`src/sv/bnb_pkg.sv`:
```
// ----------------------------------------------------------------------------
// bnb_pkg
// Shared types and constants of the bilinear nibble blitter.
// ----------------------------------------------------------------------------
package bnb_pkg;

	localparam int DIV_NW = 29;
	localparam int DIV_DW = 13;
	localparam int AW     = 28;

	localparam logic OP_LOAD   = 1'b0;
	localparam logic OP_RENDER = 1'b1;

	localparam logic [2:0] CFG_SRC_W    = 3'd0;
	localparam logic [2:0] CFG_SRC_H    = 3'd1;
	localparam logic [2:0] CFG_DEST_X   = 3'd2;
	localparam logic [2:0] CFG_DEST_Y   = 3'd3;
	localparam logic [2:0] CFG_DEST_W   = 3'd4;
	localparam logic [2:0] CFG_DEST_H   = 3'd5;
	localparam logic [2:0] CFG_INVERTED = 3'd6;
	localparam logic [2:0] CFG_CONTRAST = 3'd7;

	typedef struct packed {
		logic              start;
		logic [DIV_NW-1:0] num;
		logic [DIV_DW-1:0] den;
	} div_req_t;

	typedef struct packed {
		logic              done;
		logic [DIV_NW-1:0] quo;
	} div_rsp_t;

endpackage

```
`src/sv/bnb_div.sv`:
```
// ----------------------------------------------------------------------------
// bnb_div
// Restoring divider, one quotient bit per cycle; a start reloads at any time.
// ----------------------------------------------------------------------------
module bnb_div (
	input  logic              clk,
	input  logic              arst_n,
	input  bnb_pkg::div_req_t req,
	output bnb_pkg::div_rsp_t rsp
);
	import bnb_pkg::*;

	localparam int CW = $clog2(DIV_NW + 1);

	logic [DIV_NW-1:0] quo_q;
	logic [DIV_DW-1:0] rem_q;
	logic [DIV_DW-1:0] den_q;
	logic [CW-1:0]     cnt_q;
	logic              done_q;
	logic [DIV_DW:0]   trial;
	logic              fits;

	assign trial = {rem_q, quo_q[DIV_NW-1]};
	assign fits  = trial >= {1'b0, den_q};

	always_ff @(posedge clk or negedge arst_n) begin
		if (!arst_n) begin
			cnt_q  <= '0;
			done_q <= 1'b0;
		end else if (req.start) begin
			cnt_q  <= CW'(DIV_NW);
			done_q <= 1'b0;
		end else begin
			done_q <= cnt_q == CW'(1);
			if (cnt_q != '0)
				cnt_q <= cnt_q - CW'(1);
		end
	end

	always_ff @(posedge clk) begin
		if (req.start) begin
			quo_q <= req.num;
			rem_q <= '0;
			den_q <= req.den;
		end else if (cnt_q != '0) begin
			rem_q <= fits ? DIV_DW'(trial - {1'b0, den_q}) : trial[DIV_DW-1:0];
			quo_q <= {quo_q[DIV_NW-2:0], fits};
		end
	end

	assign rsp.done = done_q;
	assign rsp.quo  = quo_q;
endmodule

```
`config.mk`:
```
export PLATFORM = sky130hd
export DESIGN_NAME = bnb_div
export DESIGN_NICKNAME = d
export VERILOG_FILES = /design/src/sv/bnb_pkg.sv /design/src/sv/bnb_div.sv
export SDC_FILE = /design/constraint.sdc
export NUM_CORES = 1
export LEC_CHECK = 0
export BUFFER_PORTS_ARGS = -buffer_cell sky130_fd_sc_hd__buf_2
export CAP_MARGIN = 30
export CORE_ASPECT_RATIO = 0.5
export CORE_MARGIN = 2
export CORE_UTILIZATION = 42
export DETAILED_ROUTE_END_ITERATION = 12
export GPL_TIMING_DRIVEN = 0
export PLACE_DENSITY_LB_ADDON = 0.3
export SKIP_LAST_GASP = 1
export SYNTH_ARGS = -nofsm -noshare
export SYNTH_HDL_FRONTEND = slang
export SYNTH_SLANG_ARGS = --single-unit
```
`constraint.sdc`:
```
create_clock -name clk -period 4.2 [get_ports clk]
set_clock_uncertainty 0.1 [all_clocks]
set_input_delay 0 -clock clk [delete_from_list [all_inputs] [get_ports clk]]
set_output_delay 0 -clock clk [all_outputs]
set_load 0.05 [all_outputs]
```
==> results of run 1 <==
[worst min-delay path by stage]
| stage | cells past startpoint | endpoint | startpoint | slack (ns) |
|---|---|---|---|---|
| floorplan | 0 | cnt_q[0] | arst_n | -0.40 |
| global placement | 1 | cnt_q[3] | arst_n | -0.27 |
| detailed placement | 1 | cnt_q[3] | arst_n | -0.27 |
| CTS | 1 | den_q[0] | req[42] | 0.02 |
| global route | 1 | den_q[0] | req[42] | 0.03 |
| finish | 1 | den_q[10] | req[42] | 0.01 |
[through the flow]
| step | util [%] | cells | worst slack [ns] |
|---|---|---|---|
| after floorplan | - | 263 | 1.350 |
| after global placement | 50.03 | 433 | 1.415 |
| after detailed placement | 50.41 | 434 | 1.326 |
| after CTS | 60.97 | 494 | 1.297 |
| after global routing | 60.97 | 494 | 1.088 |
| final | 60.97 | 494 | 1.271 |
[timing repair]
item	in CTS	in global routing
hold buffers	44	0
endpoints found under the setup margin	0	0
hold endpoints to repair	48	0
[cells in the final DEF (no fill, tap or decap), types with 4 or more instances in the layout]
| cell | count |
|---|---|
| dfxtp_1 | 13 |
| buf_2 | 74 |
| mux2i_1 | 7 |
| ha_1 | 16 |
| clkbuf_1 | 11 |
| o21ai_0 | 4 |
| inv_1 | 19 |
| dlygate4sd3_1 | 44 |
| mux2_2 | 28 |
| nor2_1 | 17 |
| dfrtp_1 | 6 |
| nand2_1 | 14 |
| a211oi_1 | 9 |
| xnor2_1 | 8 |
| edfxtp_1 | 42 |
| nand3_1 | 4 |
| clkbuf_16 | 9 |
| a21oi_1 | 11 |
| and3_1 | 4 |
[worst max-delay path, cell delays in order, from the launching register on]
cell,delay [ns]
edfxtp_1,0.39
inv_1,0.10
ha_1,0.19
inv_1,0.06
fa_1,0.43
a21o_1,0.20
a21oi_1,0.23
a31oi_1,0.16
a21boi_2,0.18
buf_6,0.18
mux2_1,0.34
a211oi_1,0.27
[layer usage]
layer | vias up | track usage (%) | wire (um) | part of all wire [%]
met1 | 1211 | 22.30 | 3247 | 44
li1 | 1236 | - | - | -
met4 | 0 | 10.16 | 159 | 2.1
met2 | 81 | 31.99 | 3557 | 48
met5 | - | 0 | 0 | 0
met3 | 19 | 5.375 | 449 | 6.1
[layout make-up]
cell class	instances	area share [%]
multi-input combinational	170	30.24
clock buffer	11	5.213
tap	96	2.691
sequential	61	37.44
clock inverter	5	2.242
timing repair buffer	119	18.78
buffer	13	1.794
inverter	19	1.598
[cells by family (layout without fill, tap and decap cells)]
logic type	after synthesis	count (layout)	share of synthesized area, %
xor gates and xnor gates	10	10	2.760
and+or+nand+nor	55	55	8.359
AOI/OAI and AO/OA	52	52	11.99
muxes	36	36	12.50
DFF	61	61	52.68
buffers and inverters	32	167	4.771
adders and majority gates	17	17	6.940
[registers in the layout, indices dropped and copies added, names as in the netlist]
signal,count
done_q,1
den_q,13
rem_q,13
quo_q,29
cnt_q,5
[report_power, final]
group	internal (mW)	total, mW	switching (mW)
clock	0.577	0.833	0.256
sequential	0.758	0.829	0.0713
combinational	0.441	0.976	0.535
==> impl_summary.log, run 1 <==
INFO  metric worstPathRequired = 4.33 ns
INFO  metric rows = 22
INFO  metric gp_congestion = 0.8446
INFO  metric power.density = 590.8 nW/um^2
INFO  metric period_share = 69.73%
INFO  metric antenna_found_initial = 0
INFO  metric grt_pass1_wl = 12070 um
INFO  metric clock.fmax = 341.4 MHz
INFO  metric area.growth.synth_to_final = 40.69%
INFO  metric worstSetupStartpointType = flop
INFO  metric first_global_vias = 2604
INFO  metric rsz0062_at_grt = no
INFO  metric synth.distinct_cells = 49
INFO  metric postSynthAreaPerCell = 12.06 sq um
INFO  metric via_count = 2547
INFO  metric dr.pass1.iters = 4
INFO  metric clock_period_minus_final_worst_setup_slack = 2.929 ns
INFO  metric tns = 0 ns
INFO  metric final_max_slew_viol_count = 0
INFO  metric seqCellArea = 1672 sq um
INFO  metric netlist_area = 3173 sq um
INFO  metric cts-buffers-inserted = 9
INFO  metric reg2reg_slack = 1.27 ns
INFO  metric clk_path_buf_depth = 2
INFO  metric gr-total-overflow = 0
INFO  metric slew_headroom = 59.04%
INFO  metric drt_first_iter_violations = 175
INFO  metric post-synth-top-count-cell = edfxtp_1
INFO  metric cts.reportedPaths.clkPinSlew = 0.05 ns
INFO  metric post_synth_inst_count = 263
INFO  metric vdd_ir_drop_max = 0.3187 mV
INFO  metric worstSkewPairLatency = 0.33 ns
INFO  metric ys_ff_latch = 61
INFO  metric critical_path_class = flop to flop
INFO  metric cts_tree = built
INFO  metric total_of_fill_cells_in_the_finished_design = 594
INFO  metric multi_input_logic_area = 1350 sq um
INFO  metric clock-root-buffer = clkbuf_16
INFO  metric layout-drive-gt1-share = 31.41%
INFO  metric crit_path_arrival_time = 3.06 ns
INFO  metric layout.nets = 455
INFO  metric maxCapViolCount = 0
INFO  metric dpl-instance-area = 3691 sq um
INFO  metric core_region_area = 7322 sq um
INFO  metric cts.repair_timing.setup_buffer_count = 0
INFO  metric dominantRegCellSynth = edfxtp_1
INFO  metric drc_violations_left = 0
INFO  metric wire_per_inst = 15.01 um
INFO  metric synth_nets = 325
INFO  metric ys.warnings.count = 0
INFO  metric die_y = 65.46 um
INFO  metric antenna_cells = 0
INFO  metric crit_fanout = 10
INFO  metric detailed_place_hpwl = 4814 um
INFO  metric synth_top_cell_area_share = 39.75%
INFO  metric cts-resized-gates = 0
INFO  metric synth_enable_flop_cells = 42
INFO  metric io_pins = 75
INFO  metric io_buffers = 74
INFO  metric synth.cells.most_frequent = edfxtp_1, mux2_2, inv_1, nor2_1, ha_1
INFO  metric cts-htree-levels = 3
INFO  metric status = finished, final reports clean
INFO  metric grt_max_degree = 21
INFO  metric design_area = 4464 sq um
INFO  metric die_area = 8308 sq um
INFO  metric antenna_violating_nets_post_route = 0
INFO  metric synth_async_sr_flop_share = 9.836%
INFO  metric critical_path.startpoint = quo_q[28]
INFO  metric critical_path.reg2reg.startpoint = quo_q[28]
INFO  metric die_width = 126.9 um
INFO  metric viasPerCell = 5.156
INFO  metric report.final.hold_viol_count = 0
INFO  metric critical_path.endpoint = rem_q[0]
INFO  metric detail_route.wirelength = 7414 um
INFO  metric worst_pin_slew = 0.6144 ns
INFO  metric whs = 0.01267 ns
INFO  metric crit_path_end_kind = flop
INFO  metric global_route.usage.total = 18.93%
INFO  metric setup-violations-final = 0
INFO  metric regToRegEndpoint = rem_q[0]
INFO  metric timing.reg2reg.worst_path_depth = 11
INFO  metric power_leakage = 1.978 nW
INFO  metric hold_path.class = input port to flop
INFO  metric floorplan.initialDensity = 43.34%
INFO  metric synth_area_leaders = edfxtp_1, mux2_2, dfxtp_1, ha_1, dfrtp_1
INFO  metric synth_sequential_area_ratio = 52.68%
INFO  metric netlist.top_cell.by_area = edfxtp_1
INFO  metric cts_sinks = 61
INFO  metric total_power = 2.638 mW
Note: power is estimated with default switching activity, not from simulation.
==> inputs of run 2 (changes only) <==
Clock period 4.2 ns to 3.05 ns, I/O delays scaled along.
==> run 2 against run 1 <==
Net effect:
- utilization up 0.051 points
- register-to-register slack worse by 1.1 ns
- critical endpoint unchanged
- routed wire length about the same
- global-route usage unchanged
- non-clock buffer count unchanged
- setup slack worse by 1.1 ns
- die area unchanged
- total power up 38%
- clock power up 38%
- sequential power up 38%
==> impl_summary.log, run 2 (synthesis gave the netlist of run 1 again) <==
INFO  metric die_area = 8308 sq um
INFO  metric crit_path_arrival_time = 3.00 ns
INFO  metric drt_first_iter_violations = 147
INFO  metric report.final.hold_viol_count = 0
INFO  metric detailed_place_hpwl = 4814 um
INFO  metric cts-buffers-inserted = 9
INFO  metric status = finished, final reports clean
INFO  metric viasPerCell = 5.142
INFO  metric critical_path.startpoint = quo_q[28]
INFO  metric tns = 0 ns
INFO  metric worstSetupStartpointType = flop
INFO  metric global_route.usage.total = 18.93%
INFO  metric crit_fanout = 10
INFO  metric clk_path_buf_depth = 2
INFO  metric worstPathRequired = 3.19 ns
INFO  metric seqCellArea = 1672 sq um
INFO  metric gr-total-overflow = 0
INFO  metric mostFrequentLayoutCells = buf_2, dlygate4sd3_1, edfxtp_1, mux2_2, inv_1
INFO  metric clock-root-buffer = clkbuf_16
INFO  metric detail_route.wirelength = 7417 um
INFO  metric final_max_slew_viol_count = 0
INFO  metric grt_pass1_wl = 12070 um
INFO  metric dr.pass1.iters = 4
INFO  metric total_of_fill_cells_in_the_finished_design = 595
INFO  metric critical_path.cell_chain = inv_1 -> ha_1 -> inv_1 -> fa_1 -> a21o_1 -> a21oi_2 -> a31oi_1 -> a21boi_2 -> buf_6 -> mux2_1 -> a211oi_1
INFO  metric regToRegEndpoint = rem_q[0]
INFO  metric mostFrequentLayoutCell = buf_2
INFO  metric area.growth.synth_to_final = 40.81%
INFO  metric crit_path_end_kind = flop
INFO  metric multi_input_logic_area = 1354 sq um
INFO  metric first_global_vias = 2604
INFO  metric power_leakage = 1.979 nW
INFO  metric core_region_area = 7322 sq um
INFO  metric antenna_cells = 0
INFO  metric worstSkewPairLatency = 0.33 ns
INFO  metric setup-violations-final = 0
INFO  metric via_count = 2540
INFO  metric critical_path.reg2reg.startpoint = quo_q[28]
INFO  metric cts-htree-levels = 3
INFO  metric hold_path.class = input port to flop
INFO  metric layout-drive-gt1-share = 31.66%
INFO  metric timing.critical_path.slowest_cell_delay = 0.42 ns
INFO  metric cts.repair_timing.setup_buffer_count = 0
INFO  metric drc_violations_left = 0
INFO  metric rows = 22
INFO  metric slew_headroom = 59.14%
INFO  metric clock_period_minus_final_worst_setup_slack = 2.861 ns
INFO  metric critical_path.endpoint = rem_q[0]
INFO  metric maxCapViolCount = 0
INFO  metric rsz0062_at_grt = no
INFO  metric floorplan.initialDensity = 43.34%
INFO  metric wire_per_inst = 15.01 um
INFO  metric largest_registers = quo_q: 29 flops, den_q: 13 flops, rem_q: 13 flops
INFO  metric grt_max_degree = 21
INFO  metric gp_congestion = 0.8446
INFO  metric antenna_violating_nets_post_route = 0
INFO  metric die_width = 126.9 um
INFO  metric cts.reportedPaths.clkPinSlew = 0.05 ns
INFO  metric slowest_cell_on_the_critical_path = fa_1
INFO  metric registers.top_by_ff_count = quo_q
INFO  metric reg2reg_slack = 0.19 ns
INFO  metric power.density = 814.1 nW/um^2
INFO  metric timing.reg2reg.worst_path_depth = 11
INFO  metric cts_sinks = 61
INFO  metric dpl-instance-area = 3691 sq um
INFO  metric largest_register_ff_count = 29
INFO  metric cts_tree = built
INFO  metric vdd_ir_drop_max = 0.4390 mV
INFO  metric io_pins = 75
INFO  metric clock.fmax = 349.5 MHz
INFO  metric total_power = 3.637 mW
INFO  metric critical_path_class = flop to flop
INFO  metric layout.nets = 455
INFO  metric io_buffers = 74
INFO  metric die_y = 65.46 um
INFO  metric period_share = 93.80%
INFO  metric antenna_found_initial = 0
INFO  metric crit_path_frequent_cell = inv_1
INFO  metric design_area = 4468 sq um
INFO  metric worst_pin_slew = 0.6130 ns
==> run 2: changes by cell type in the layout (fill, tap and decap cells not counted) <==
cell     previous run  this run
a21oi_2             1         2
a21oi_1            11        10
==> run 2: final cells by class <==
cell class,instances,area share (%)
multi-input combinational,170,30.30
tap,96,2.688
inverter,19,1.596
buffer,13,1.792
clock buffer,11,5.209
clock inverter,5,2.240
timing repair buffer,119,18.76
sequential,61,37.41
==> run 2: how the worst min path moves through the flow <==
| stage | from | end | slack [ns] | cells after the start |
|---|---|---|---|---|
| 4_1_cts | req[42] | den_q[0] | 0.02 | 1 |
| 3_3_place_gp | arst_n | cnt_q[3] | -0.27 | 1 |
| 3_5_place_dp | arst_n | cnt_q[3] | -0.27 | 1 |
| 5_1_grt | req[42] | den_q[0] | 0.03 | 1 |
| 6_report | req[42] | den_q[0] | 0.02 | 1 |
| 2_1_floorplan | arst_n | cnt_q[0] | -0.40 | 0 |
==> run 2: layer usage <==
metal,wire (um),vias to the layer above,global-route usage [%]
met5,0,-,0
met4,189,0,10.16
met3,346,19,5.375
met2,3575,70,31.99
met1,3306,1213,22.30
li1,-,1238,-
==> run 2: stage by stage <==
| stage | util (%) | worst slack [ns] | cells | hold WS (ns) |
|---|---|---|---|---|
| after floorplan | - | 0.2004 | 263 | -0.3956 |
| after global placement | 50.03 | 0.2650 | 433 | -0.2741 |
| after detailed placement | 50.41 | 0.1762 | 434 | -0.2681 |
| after CTS | 60.97 | 0.1472 | 494 | 0.01513 |
| after global routing | 61.02 | 0.006331 | 494 | 0.02644 |
| final | 61.02 | 0.1890 | 494 | 0.01836 |
==> run 2: report_power, final <==
part / internal, mW / leakage (nW) / switching (mW)
combinational: 0.610 / 1.21 / 0.741
sequential: 1.04 / 0.607 / 0.0977
clock: 0.794 / 0.163 / 0.351
total: 2.45 / 1.98 / 1.19
==> run 2: what timing repair did <==
action | CTS | global route
endpoints found under the hold margin | 48 | 0
gates resized for setup | 0 | 1
endpoints found under the setup margin | 0 | 1
hold buffers | 44 | 0
==> run 2: critical path, delay by kind of cell (launching register included) <==
kind | cells | cell delay (ns)
adder cells (fa/ha/maj) | 2 | 0.61
flip-flops | 1 | 0.40
AO/OA/AOI/OAI | 5 | 0.96
buffers and inverters | 3 | 0.34
multiplexers | 1 | 0.34
